## src/rtl/esup_pkg.sv

```systemverilog
package esup_pkg;

    localparam int unsigned MaxParamsDefault = 16;

    typedef enum logic [2:0] {
        EV_PRINT    = 3'd0,
        EV_CONTROL  = 3'd1,
        EV_CSI      = 3'd2,
        EV_ESC      = 3'd3,
        EV_HASH     = 3'd4,
        EV_OSC_BYTE = 3'd5,
        EV_OSC_END  = 3'd6,
        EV_OSC_ABRT = 3'd7
    } t_kind;

    typedef enum logic [9:0] {
        ST_NORMAL = 10'b0000000001,
        ST_U1     = 10'b0000000010,
        ST_U2     = 10'b0000000100,
        ST_U3     = 10'b0000001000,
        ST_ESC    = 10'b0000010000,
        ST_HASH   = 10'b0000100000,
        ST_OSC    = 10'b0001000000,
        ST_OSC_ST = 10'b0010000000,
        ST_PARAM  = 10'b0100000000,
        ST_INTER  = 10'b1000000000
    } t_state;

    // Front-to-back command: either a single event or a CSI run request.
    typedef struct packed {
        logic        run;
        t_kind       kind;
        logic [20:0] char_val;
        logic [7:0]  cmd_byte;
        logic        query;
        logic [4:0]  total;
    } t_cmd;

    typedef struct packed {
        t_kind       kind;
        logic [20:0] char_val;
        logic [7:0]  cmd_byte;
        logic        query;
        logic [3:0]  index;
        logic [15:0] value;
        logic [4:0]  total;
        logic        last;
    } t_evt;

endpackage

```

## src/rtl/escape_sequence_utf8_parser.sv

```systemverilog
// Terminal byte parser: one byte per cycle in while full is low; UTF-8, control, escape,
// hash and OSC events come out in the next cycle through a one-entry output register. A
// CSI final byte with stored parameters holds the input (full) while the back end reads
// the parameter RAM one entry at a time and emits one result per stored parameter.
module escape_sequence_utf8_parser #(
    parameter int unsigned MAX_PARAMS = esup_pkg::MaxParamsDefault
) (
    input  logic        i_clk,
    input  logic        i_rst_n,
    input  logic        push,
    output logic        full,
    input  logic [7:0]  i_in_byte,
    output logic        empty,
    input  logic        pop,
    output logic [2:0]  o_event_kind,
    output logic [20:0] o_char_val,
    output logic [7:0]  o_cmd_byte,
    output logic        o_query_flag,
    output logic [3:0]  o_param_index,
    output logic [15:0] o_param_value,
    output logic [4:0]  o_param_total,
    output logic        o_last_of_run
);
    logic           cmd_valid, busy, we, evt_valid;
    esup_pkg::t_cmd cmd;
    esup_pkg::t_evt evt;
    logic [3:0]     waddr, raddr;
    logic [15:0]    wdata, rdata;

    assign full = busy;

    esup_front #(.MAX_PARAMS(MAX_PARAMS)) u_front (
        .i_clk, .i_rst_n, .i_valid(push), .i_byte(i_in_byte), .i_stall(busy),
        .o_cmd_valid(cmd_valid), .o_cmd(cmd), .o_we(we), .o_waddr(waddr), .o_wdata(wdata)
    );

    esup_ram #(.WIDTH(16), .DEPTH(16)) u_ram (
        .i_clk, .i_we(we), .i_waddr(waddr), .i_wdata(wdata), .i_raddr(raddr), .o_rdata(rdata)
    );

    esup_back u_back (
        .i_clk, .i_rst_n, .i_cmd_valid(cmd_valid), .i_cmd(cmd), .o_busy(busy),
        .o_raddr(raddr), .i_rdata(rdata), .i_out_ready(pop), .o_evt_valid(evt_valid),
        .o_evt(evt)
    );

    assign empty         = !evt_valid;
    assign o_event_kind  = evt.kind;
    assign o_char_val    = evt.char_val;
    assign o_cmd_byte    = evt.cmd_byte;
    assign o_query_flag  = evt.query;
    assign o_param_index = evt.index;
    assign o_param_value = evt.value;
    assign o_param_total = evt.total;
    assign o_last_of_run = evt.last;

    a_run_idx: assert property (@(posedge i_clk) disable iff (!i_rst_n)
        (!empty && o_event_kind == esup_pkg::EV_CSI && o_last_of_run && o_param_total != 0)
        |-> (5'(o_param_index) + 5'd1 == o_param_total))
        else $error("last index mismatch");
    a_hold: assert property (@(posedge i_clk) disable iff (!i_rst_n)
        (!empty && !pop) |=> (!empty && $stable(o_event_kind)))
        else $error("result lost");
endmodule

```

## src/rtl/esup_ram.sv

```systemverilog
module esup_ram #(
    parameter int unsigned WIDTH = 16,
    parameter int unsigned DEPTH = 16
) (
    input  logic                     i_clk,
    input  logic                     i_we,
    input  logic [$clog2(DEPTH)-1:0] i_waddr,
    input  logic [WIDTH-1:0]         i_wdata,
    input  logic [$clog2(DEPTH)-1:0] i_raddr,
    output logic [WIDTH-1:0]         o_rdata
);
    logic [WIDTH-1:0] r_mem [DEPTH];

    always_ff @(posedge i_clk) begin
        if (i_we) begin
            r_mem[i_waddr] <= i_wdata;
        end
        o_rdata <= r_mem[i_raddr];
    end
endmodule

```

## src/rtl/esup_front.sv

```systemverilog
module esup_front #(
    parameter int unsigned MAX_PARAMS = esup_pkg::MaxParamsDefault
) (
    input  logic               i_clk,
    input  logic               i_rst_n,
    input  logic               i_valid,
    input  logic [7:0]         i_byte,
    input  logic               i_stall,
    output logic               o_cmd_valid,
    output esup_pkg::t_cmd     o_cmd,
    output logic               o_we,
    output logic [3:0]         o_waddr,
    output logic [15:0]        o_wdata
);
    localparam int unsigned Cap = (MAX_PARAMS < 16) ? MAX_PARAMS : 16;

    esup_pkg::t_state r_state, n_state;
    logic [20:0] r_cp, n_cp;
    logic        r_swallow, n_swallow, r_q, n_q, r_first, n_first;
    logic [15:0] r_val, n_val;
    logic        r_dig, n_dig, r_bad, n_bad;
    logic [4:0]  r_cnt, n_cnt;
    logic [19:0] mul;
    logic        take;
    logic        close_req;
    logic [4:0]  cnt_closed;

    assign take = i_valid && !i_stall;

    always_comb begin
        mul = {4'd0, r_val} * 20'd10 + {16'd0, i_byte[3:0]};
    end

    always_comb begin
        logic [7:0] ch;
        logic       norm;
        ch = i_byte;
        n_state = r_state; n_cp = r_cp; n_swallow = r_swallow; n_q = r_q;
        n_first = r_first; n_val = r_val; n_dig = r_dig; n_bad = r_bad; n_cnt = r_cnt;
        o_cmd_valid = 1'b0;
        o_cmd = '0;
        close_req = 1'b0;
        norm = 1'b0;
        cnt_closed = r_cnt;
        if (r_dig && r_cnt < 5'(Cap)) begin
            cnt_closed = r_cnt + 5'd1;
        end
        case (r_state)
            esup_pkg::ST_ESC: begin
                n_state = esup_pkg::ST_NORMAL;
                if (ch == "[" || ch == "(") begin
                    if (ch == "(") n_swallow = 1'b1;
                    n_q = 1'b0; n_first = 1'b1; n_val = '0; n_dig = 1'b0;
                    n_bad = 1'b0; n_cnt = '0;
                    n_state = esup_pkg::ST_PARAM;
                end else if (ch == "]") begin
                    n_state = esup_pkg::ST_OSC;
                end else if (ch == "#") begin
                    n_state = esup_pkg::ST_HASH;
                end else if (ch == "D" || ch == "M" || ch == "E") begin
                    o_cmd_valid = 1'b1; o_cmd.kind = esup_pkg::EV_ESC; o_cmd.cmd_byte = ch;
                end
            end
            esup_pkg::ST_HASH: begin
                if (ch inside {["0":"9"]}) begin
                    n_state = esup_pkg::ST_NORMAL;
                    o_cmd_valid = 1'b1; o_cmd.kind = esup_pkg::EV_HASH; o_cmd.cmd_byte = ch;
                end
            end
            esup_pkg::ST_OSC: begin
                if (ch == 8'd27) begin
                    n_state = esup_pkg::ST_OSC_ST;
                end else if (ch == 8'd7) begin
                    n_state = esup_pkg::ST_NORMAL;
                    o_cmd_valid = 1'b1; o_cmd.kind = esup_pkg::EV_OSC_END;
                end else begin
                    o_cmd_valid = 1'b1; o_cmd.kind = esup_pkg::EV_OSC_BYTE; o_cmd.cmd_byte = ch;
                end
            end
            esup_pkg::ST_OSC_ST: begin
                n_state = esup_pkg::ST_NORMAL;
                o_cmd_valid = 1'b1;
                o_cmd.kind = (ch == "\\") ? esup_pkg::EV_OSC_END : esup_pkg::EV_OSC_ABRT;
            end
            esup_pkg::ST_PARAM, esup_pkg::ST_INTER: begin
                if (r_state == esup_pkg::ST_PARAM && ch inside {[8'h30:8'h3f]}) begin
                    if (ch == "?" && r_first) begin
                        n_q = 1'b1;
                    end else if (ch <= "9") begin
                        n_val = (mul > 20'hffff) ? 16'hffff : mul[15:0];
                        n_dig = 1'b1;
                    end else if (ch == ";") begin
                        close_req = 1'b1;
                        n_cnt = cnt_closed; n_val = '0; n_dig = 1'b0;
                    end else begin
                        n_bad = 1'b1;
                    end
                    n_first = 1'b0;
                end else begin
                    n_state = esup_pkg::ST_INTER;
                    if (ch inside {[8'h20:8'h2f]}) begin
                    end else if (ch inside {[8'h40:8'h7e]}) begin
                        close_req = 1'b1;
                        n_cnt = cnt_closed; n_val = '0; n_dig = 1'b0;
                        n_state = esup_pkg::ST_NORMAL; n_swallow = 1'b0;
                        if (!(r_swallow || r_bad)) begin
                            o_cmd_valid = 1'b1; o_cmd.run = 1'b1;
                            o_cmd.kind = esup_pkg::EV_CSI; o_cmd.cmd_byte = ch;
                            o_cmd.query = r_q; o_cmd.total = cnt_closed;
                        end
                    end else begin
                        n_state = esup_pkg::ST_NORMAL; n_swallow = 1'b0;
                    end
                end
            end
            esup_pkg::ST_U1, esup_pkg::ST_U2, esup_pkg::ST_U3: begin
                if (ch[7:6] != 2'b10) begin
                    n_state = esup_pkg::ST_NORMAL;
                    o_cmd_valid = 1'b1; o_cmd.kind = esup_pkg::EV_PRINT; o_cmd.char_val = 21'h25;
                end else begin
                    n_cp = {r_cp[14:0], ch[5:0]};
                    if (r_state == esup_pkg::ST_U1) begin
                        n_state = esup_pkg::ST_NORMAL;
                        o_cmd_valid = 1'b1; o_cmd.kind = esup_pkg::EV_PRINT;
                        o_cmd.char_val = n_cp;
                    end else if (r_state == esup_pkg::ST_U2) begin
                        n_state = esup_pkg::ST_U1;
                    end else begin
                        n_state = esup_pkg::ST_U2;
                    end
                end
            end
            default: norm = 1'b1;
        endcase
        if (norm) begin
            n_state = esup_pkg::ST_NORMAL;
            if (ch[7]) begin
                if (ch[7:5] == 3'b110) begin
                    n_state = esup_pkg::ST_U1; n_cp = {16'd0, ch[4:0]};
                end else if (ch[7:4] == 4'b1110) begin
                    n_state = esup_pkg::ST_U2; n_cp = {17'd0, ch[3:0]};
                end else if (ch[7:3] == 5'b11110) begin
                    n_state = esup_pkg::ST_U3; n_cp = {18'd0, ch[2:0]};
                end else begin
                    o_cmd_valid = 1'b1; o_cmd.kind = esup_pkg::EV_PRINT; o_cmd.char_val = 21'h25;
                end
            end else if (ch == 8'd0) begin
            end else if (ch == 8'd27) begin
                n_state = esup_pkg::ST_ESC; n_swallow = 1'b0;
            end else if (ch == 8'd8 || ch == 8'd7 || ch == 8'd9 || ch == 8'd13
                         || ch == 8'd10) begin
                o_cmd_valid = 1'b1; o_cmd.kind = esup_pkg::EV_CONTROL; o_cmd.cmd_byte = ch;
            end else begin
                o_cmd_valid = 1'b1; o_cmd.kind = esup_pkg::EV_PRINT; o_cmd.char_val = {13'd0, ch};
            end
        end
        o_cmd_valid = o_cmd_valid && take;
    end

    assign o_we    = take && close_req && r_dig && r_cnt < 5'(Cap);
    assign o_waddr = r_cnt[3:0];
    assign o_wdata = r_val;

    always_ff @(posedge i_clk) begin
        if (!i_rst_n) begin
            r_state <= esup_pkg::ST_NORMAL; r_cp <= '0; r_swallow <= 1'b0; r_q <= 1'b0;
            r_first <= 1'b1; r_val <= '0; r_dig <= 1'b0; r_bad <= 1'b0; r_cnt <= '0;
        end else if (take) begin
            r_state <= n_state; r_cp <= n_cp; r_swallow <= n_swallow; r_q <= n_q;
            r_first <= n_first; r_val <= n_val; r_dig <= n_dig; r_bad <= n_bad; r_cnt <= n_cnt;
        end
    end
endmodule

```

## src/rtl/esup_back.sv

```systemverilog
module esup_back (
    input  logic             i_clk,
    input  logic             i_rst_n,
    input  logic             i_cmd_valid,
    input  esup_pkg::t_cmd   i_cmd,
    output logic             o_busy,
    output logic [3:0]       o_raddr,
    input  logic [15:0]      i_rdata,
    input  logic             i_out_ready,
    output logic             o_evt_valid,
    output esup_pkg::t_evt   o_evt
);
    // Run: issue read index k, data valid next cycle; each result waits for its data and a free output slot.
    logic           r_run, r_rd_pend;
    esup_pkg::t_cmd r_cmd;
    logic [4:0]     r_idx;
    logic           r_ov;
    esup_pkg::t_evt r_o;
    logic           slot;

    assign slot = !r_ov || i_out_ready;
    assign o_busy = r_run || (r_ov && !i_out_ready);
    assign o_raddr = r_idx[3:0];
    assign o_evt_valid = r_ov;
    assign o_evt = r_o;

    always_ff @(posedge i_clk) begin
        if (!i_rst_n) begin
            r_run <= 1'b0; r_rd_pend <= 1'b0; r_ov <= 1'b0; r_idx <= '0;
        end else begin
            if (slot) r_ov <= 1'b0;
            if (r_run) begin
                if (r_rd_pend && slot) begin
                    r_ov <= 1'b1;
                    r_o <= '{kind: esup_pkg::EV_CSI, char_val: '0, cmd_byte: r_cmd.cmd_byte,
                             query: r_cmd.query, index: r_idx[3:0], value: i_rdata,
                             total: r_cmd.total, last: (r_idx + 5'd1 == r_cmd.total)};
                    r_rd_pend <= 1'b0;
                    if (r_idx + 5'd1 == r_cmd.total) begin
                        r_run <= 1'b0;
                    end else begin
                        r_idx <= r_idx + 5'd1;
                    end
                end else if (!r_rd_pend) begin
                    r_rd_pend <= 1'b1;
                end
            end else if (i_cmd_valid && slot) begin
                if (i_cmd.run && i_cmd.total != 5'd0) begin
                    r_run <= 1'b1; r_cmd <= i_cmd; r_idx <= '0; r_rd_pend <= 1'b0;
                end else begin
                    r_ov <= 1'b1;
                    r_o <= '{kind: i_cmd.kind, char_val: i_cmd.char_val,
                             cmd_byte: i_cmd.cmd_byte, query: i_cmd.query, index: 4'd0,
                             value: 16'd0, total: 5'd0, last: i_cmd.run};
                end
            end
        end
    end
endmodule
```

## config.mk

```make
export PLATFORM = sky130hd
export DESIGN_NAME = escape_sequence_utf8_parser
export DESIGN_NICKNAME = d
export VERILOG_FILES = /design/src/rtl/esup_pkg.sv /design/src/rtl/escape_sequence_utf8_parser.sv /design/src/rtl/esup_ram.sv /design/src/rtl/esup_front.sv /design/src/rtl/esup_back.sv
export SDC_FILE = /design/constraint.sdc
export NUM_CORES = 1
export LEC_CHECK = 0
export BUFFER_PORTS_ARGS = -buffer_cell sky130_fd_sc_hd__buf_2
export CAP_MARGIN = 0
export CORE_ASPECT_RATIO = 1.1
export CORE_UTILIZATION = 64
export CTS_BUF_LIST = sky130_fd_sc_hd__clkbuf_4
export CTS_CLUSTER_DIAMETER = 200
export DETAILED_ROUTE_END_ITERATION = 10
export PLACE_DENSITY = 0.87
export SLEW_MARGIN = 20
export SYNTH_ARGS = -nofsm -noshare
export SYNTH_HDL_FRONTEND = slang
export SYNTH_SLANG_ARGS = --single-unit
```

## constraint.sdc

```tcl
create_clock -name i_clk -period 9.6 [get_ports i_clk]
set_input_delay 1.92 -clock i_clk [delete_from_list [all_inputs] [get_ports i_clk]]
set_output_delay 1.92 -clock i_clk [all_outputs]
set_load 0.05 [all_outputs]
```

==> reports/results.txt <==
Worst Skew = 0.0420 ns
Reg clk slew, reported paths = 0.07 ns
Seq pwr share = 56.6%
WL per Instance = 24.6 um
Async SR Flop Fraction = 0%
first-pass GRT wire length = 66000 um
Area after DPL = 18400 sq um
crit start category = input pin
TritonCTS Buffers = 91
outcome = complete, no violations
Initial Utilization = 65.4%
CP Class = input pin to register
Synth Instances = 1208
cell count of the worst reg-to-reg path = 12
Post-DP HPWL = 27500 um
CP Max Fanout = 16
largest net degree at the start of global routing = 68
Top FF cell, synth = edfxtp_1
CTS resizes = 0
std cell rows = 63
Routed WL = 43400 um
initial antenna violation count = 1
part of the power in combinational logic = 3.2%
Power Density = 170 nW/um^2
Area Overhead vs Synth = 10.9%
Clock Path Buffers = 3
fin util = 72.5%
DRT iter0 DRCs = 1445
Leak Pwr = 7.60 nW
vias per cell = 6.57
Clk Latency, worst-skew pair = 0.73 ns
Die Y = 176 um
die area = 28300 sq um
layout cell share with drive strength beyond 1 = 25.9%
root buffer cell = clkbuf_4
vias = 11.6k
maximum vdd drop = 0.000102 V
syn_area_per_cell = 14.6 sq um
sw frac = 22.5%
Die W = 160 um
clock group share of total power = 40.2%
Post-Syn Area = 17700 sq um
port buffer count = 72
sw power = 750 uW
Worst Tran Pin Value = 1.02 ns
Synth area leaders = edfxtp_1, mux4_2, dfxtp_1
Power Total = 3.34 mW
design area = 19600 sq um
worst r2r dst = u_front.o_wdata[2]
Ys Warns = 0
CTS Hold Bufs = 0
RSZ-0062 raised after global routing = false
Crit path required time = 10.01 ns
Slew headroom = 31.6%
Netlist cell types = 75
drt pass-1 iters = 7
crit path capture = u_ram.r_mem[6][10]
top cells by count, synth = edfxtp_1, nand2_1, nor2_1
CP peak stage delay = 0.85 ns
Post-synth EDFFs = 329
min cycle time layout = 4.73 ns
Synth top area share = 55.9%
final setup fails = 0
Top Ports = 73
CTS H-tree lvls = 3
hold path startpoint = u_front.r_q
vias in the first global route = 11.5k
GP Congestion = 0.902
Worst R2R Setup Slack = 5.40 ns
total grt overflow = 0
CP Launch Point = i_in_byte[4]
# Max-Cap Violations = 0
Pint = 2.59 mW
clk sinks = 404
Setup crit end kind = register
sequential area share after synthesis = 64.4%
post-route ant nets = 0
Cell Count, Final, Fillers Out = 1763
nets@finish = 1382
crit path DAT = 5.14 ns
total nets after synthesis = 1258
Max stage delay cell, worst path = nor2_1
setup bufs post-CTS = 0
Final Max Tran Viols = 0
Worst Hold Depth = 2
CTS tree = yes
Max Clk Rate = 0.211 GHz
Synth Register Bits = 404
GRT Overall Usage = 31.5%
# placed instances = 1596
Period Utilization, post-route = 49.3%
Hold Crit Class = register to register
DRC Markers = 0
setup TNS = 0 ns
Crit Reg-Reg Startpoint = u_front.o_wdata[2]
core box area = 27000 sq um
most common cell in the synthesized netlist = edfxtp_1
cell taking the most area after synthesis = edfxtp_1
Critical Path, Cell by Cell = buf_2 -> and4bb_2 -> nand2_1 -> nor2_1 -> a21oi_1 -> nor4_1 -> nand2_1 -> nor2_1 -> buf_4
Fin. Hold Viols = 0
[through the flow]
step / setup slack, ns / hold slack, ns
3_5_place_dp: 4.28 / 0.488
6_report: 4.87 / 0.508
2_1_floorplan: 1.95 / 0.449
4_1_cts: 4.95 / 0.498
3_3_place_gp: 4.60 / 0.478
5_1_grt: 4.75 / 0.523
[how the worst min path moves through the flow]
stage	to
6_report	u_front.r_q
5_1_grt	u_front.r_q
3_5_place_dp	u_front.r_q
4_1_cts	u_front.r_q
2_1_floorplan	u_front.r_q
3_3_place_gp	u_front.r_bad
[cell type report]
class,instances,area (sq um)
flip-flops and latches,404,11400
fillers,1605,7430
multi-input cells,718,5960
clock buffers,143,1070
repair buffers,96,541
well taps,357,447
clock inverters,23,113
inverters,21,78.8
diodes,1,2.50
[cell usage in the layout (no fill, tap or decap), types with 7 or more instances in the layout]
| cell type | count |
|---|---|
| xor2_1 | 12 |
| nor2b_1 | 14 |
| ha_1 | 36 |
| clkinv_1 | 18 |
| nand2_1 | 94 |
| nand3_1 | 24 |
| inv_1 | 19 |
| o21a_1 | 7 |
| or3_1 | 7 |
| dfxtp_1 | 72 |
| xnor2_1 | 24 |
| and2_1 | 29 |
| mux4_2 | 80 |
| buf_2 | 72 |
| a211oi_1 | 8 |
| buf_4 | 24 |
| a21o_1 | 26 |
| nor3_1 | 29 |
| o21ai_0 | 22 |
| a21oi_1 | 34 |
| a41oi_1 | 16 |
| a31oi_1 | 7 |
| clkbuf_4 | 143 |
| a22oi_1 | 12 |
| nor4_1 | 7 |
| and3_1 | 22 |
| nand2b_1 | 15 |
| nor2_1 | 91 |
| edfxtp_1 | 329 |
| nand4_1 | 10 |
[kinds of logic (layout without fill, tap and decap cells)]
logic type | after synthesis | after routing | synth area share (%)
AO/OA/AOI/OAI | 174 | 174 | 6.94
XOR/XNOR | 36 | 36 | 1.78
adder cells (fa/ha/maj) | 38 | 38 | 2.77
buffers and inverters | 86 | 283 | 2.07
flip-flops | 404 | 404 | 64.4
multiplexers | 92 | 92 | 10.9
other | 0 | 1 | 0
AND/OR/NAND/NOR | 378 | 378 | 11.1
[flip-flops by register name (all words and copies together), names as in the netlist, named ones only]
| register | cells |
|---|---|
| u_front.r_state | 10 |
| u_back.o_evt | 59 |
| u_front.r_bad | 1 |
| u_front.r_swallow | 1 |
| u_front.r_q | 1 |
| u_back.r_rd_pend | 1 |
| u_back.r_cmd | 14 |
| u_front.r_first | 1 |
| u_ram.o_rdata | 16 |
| u_front.r_dig | 1 |
| u_front.r_cnt | 5 |
| u_back.r_idx | 5 |
| u_ram.r_mem | 256 |
| u_front.o_wdata | 16 |
| u_front.r_cp | 15 |
| u_back.r_run | 1 |
[power groups by stage]
| stage | logic, mW | registers, mW | clock network [mW] |
|---|---|---|---|
| after floorplan | 0.0443 | 1.96 | 0 |
| after global placement | 0.105 | 1.93 | 0 |
| after detailed placement | 0.106 | 1.93 | 0 |
| after CTS | 0.106 | 1.89 | 1.35 |
| after global routing | 0.114 | 1.89 | 1.43 |
| final | 0.108 | 1.89 | 1.34 |
[critical path: cells and delay by family]
family / cells / cell delay (ns)
compound gates: 1 / 0.10
buf+inv: 2 / 0.62
simple gates: 6 / 2.49
[routing by layer]
metal  vias to the layer above  wire, um  track usage, %
met4                         0      2010            15.2
met2                       822     21200            51.8
li1                       4992         -               -
met1                      5616     15700            41.1
met3                       161      4420            5.64
met5                         -         0               0
(Power assumes the default switching activity.)
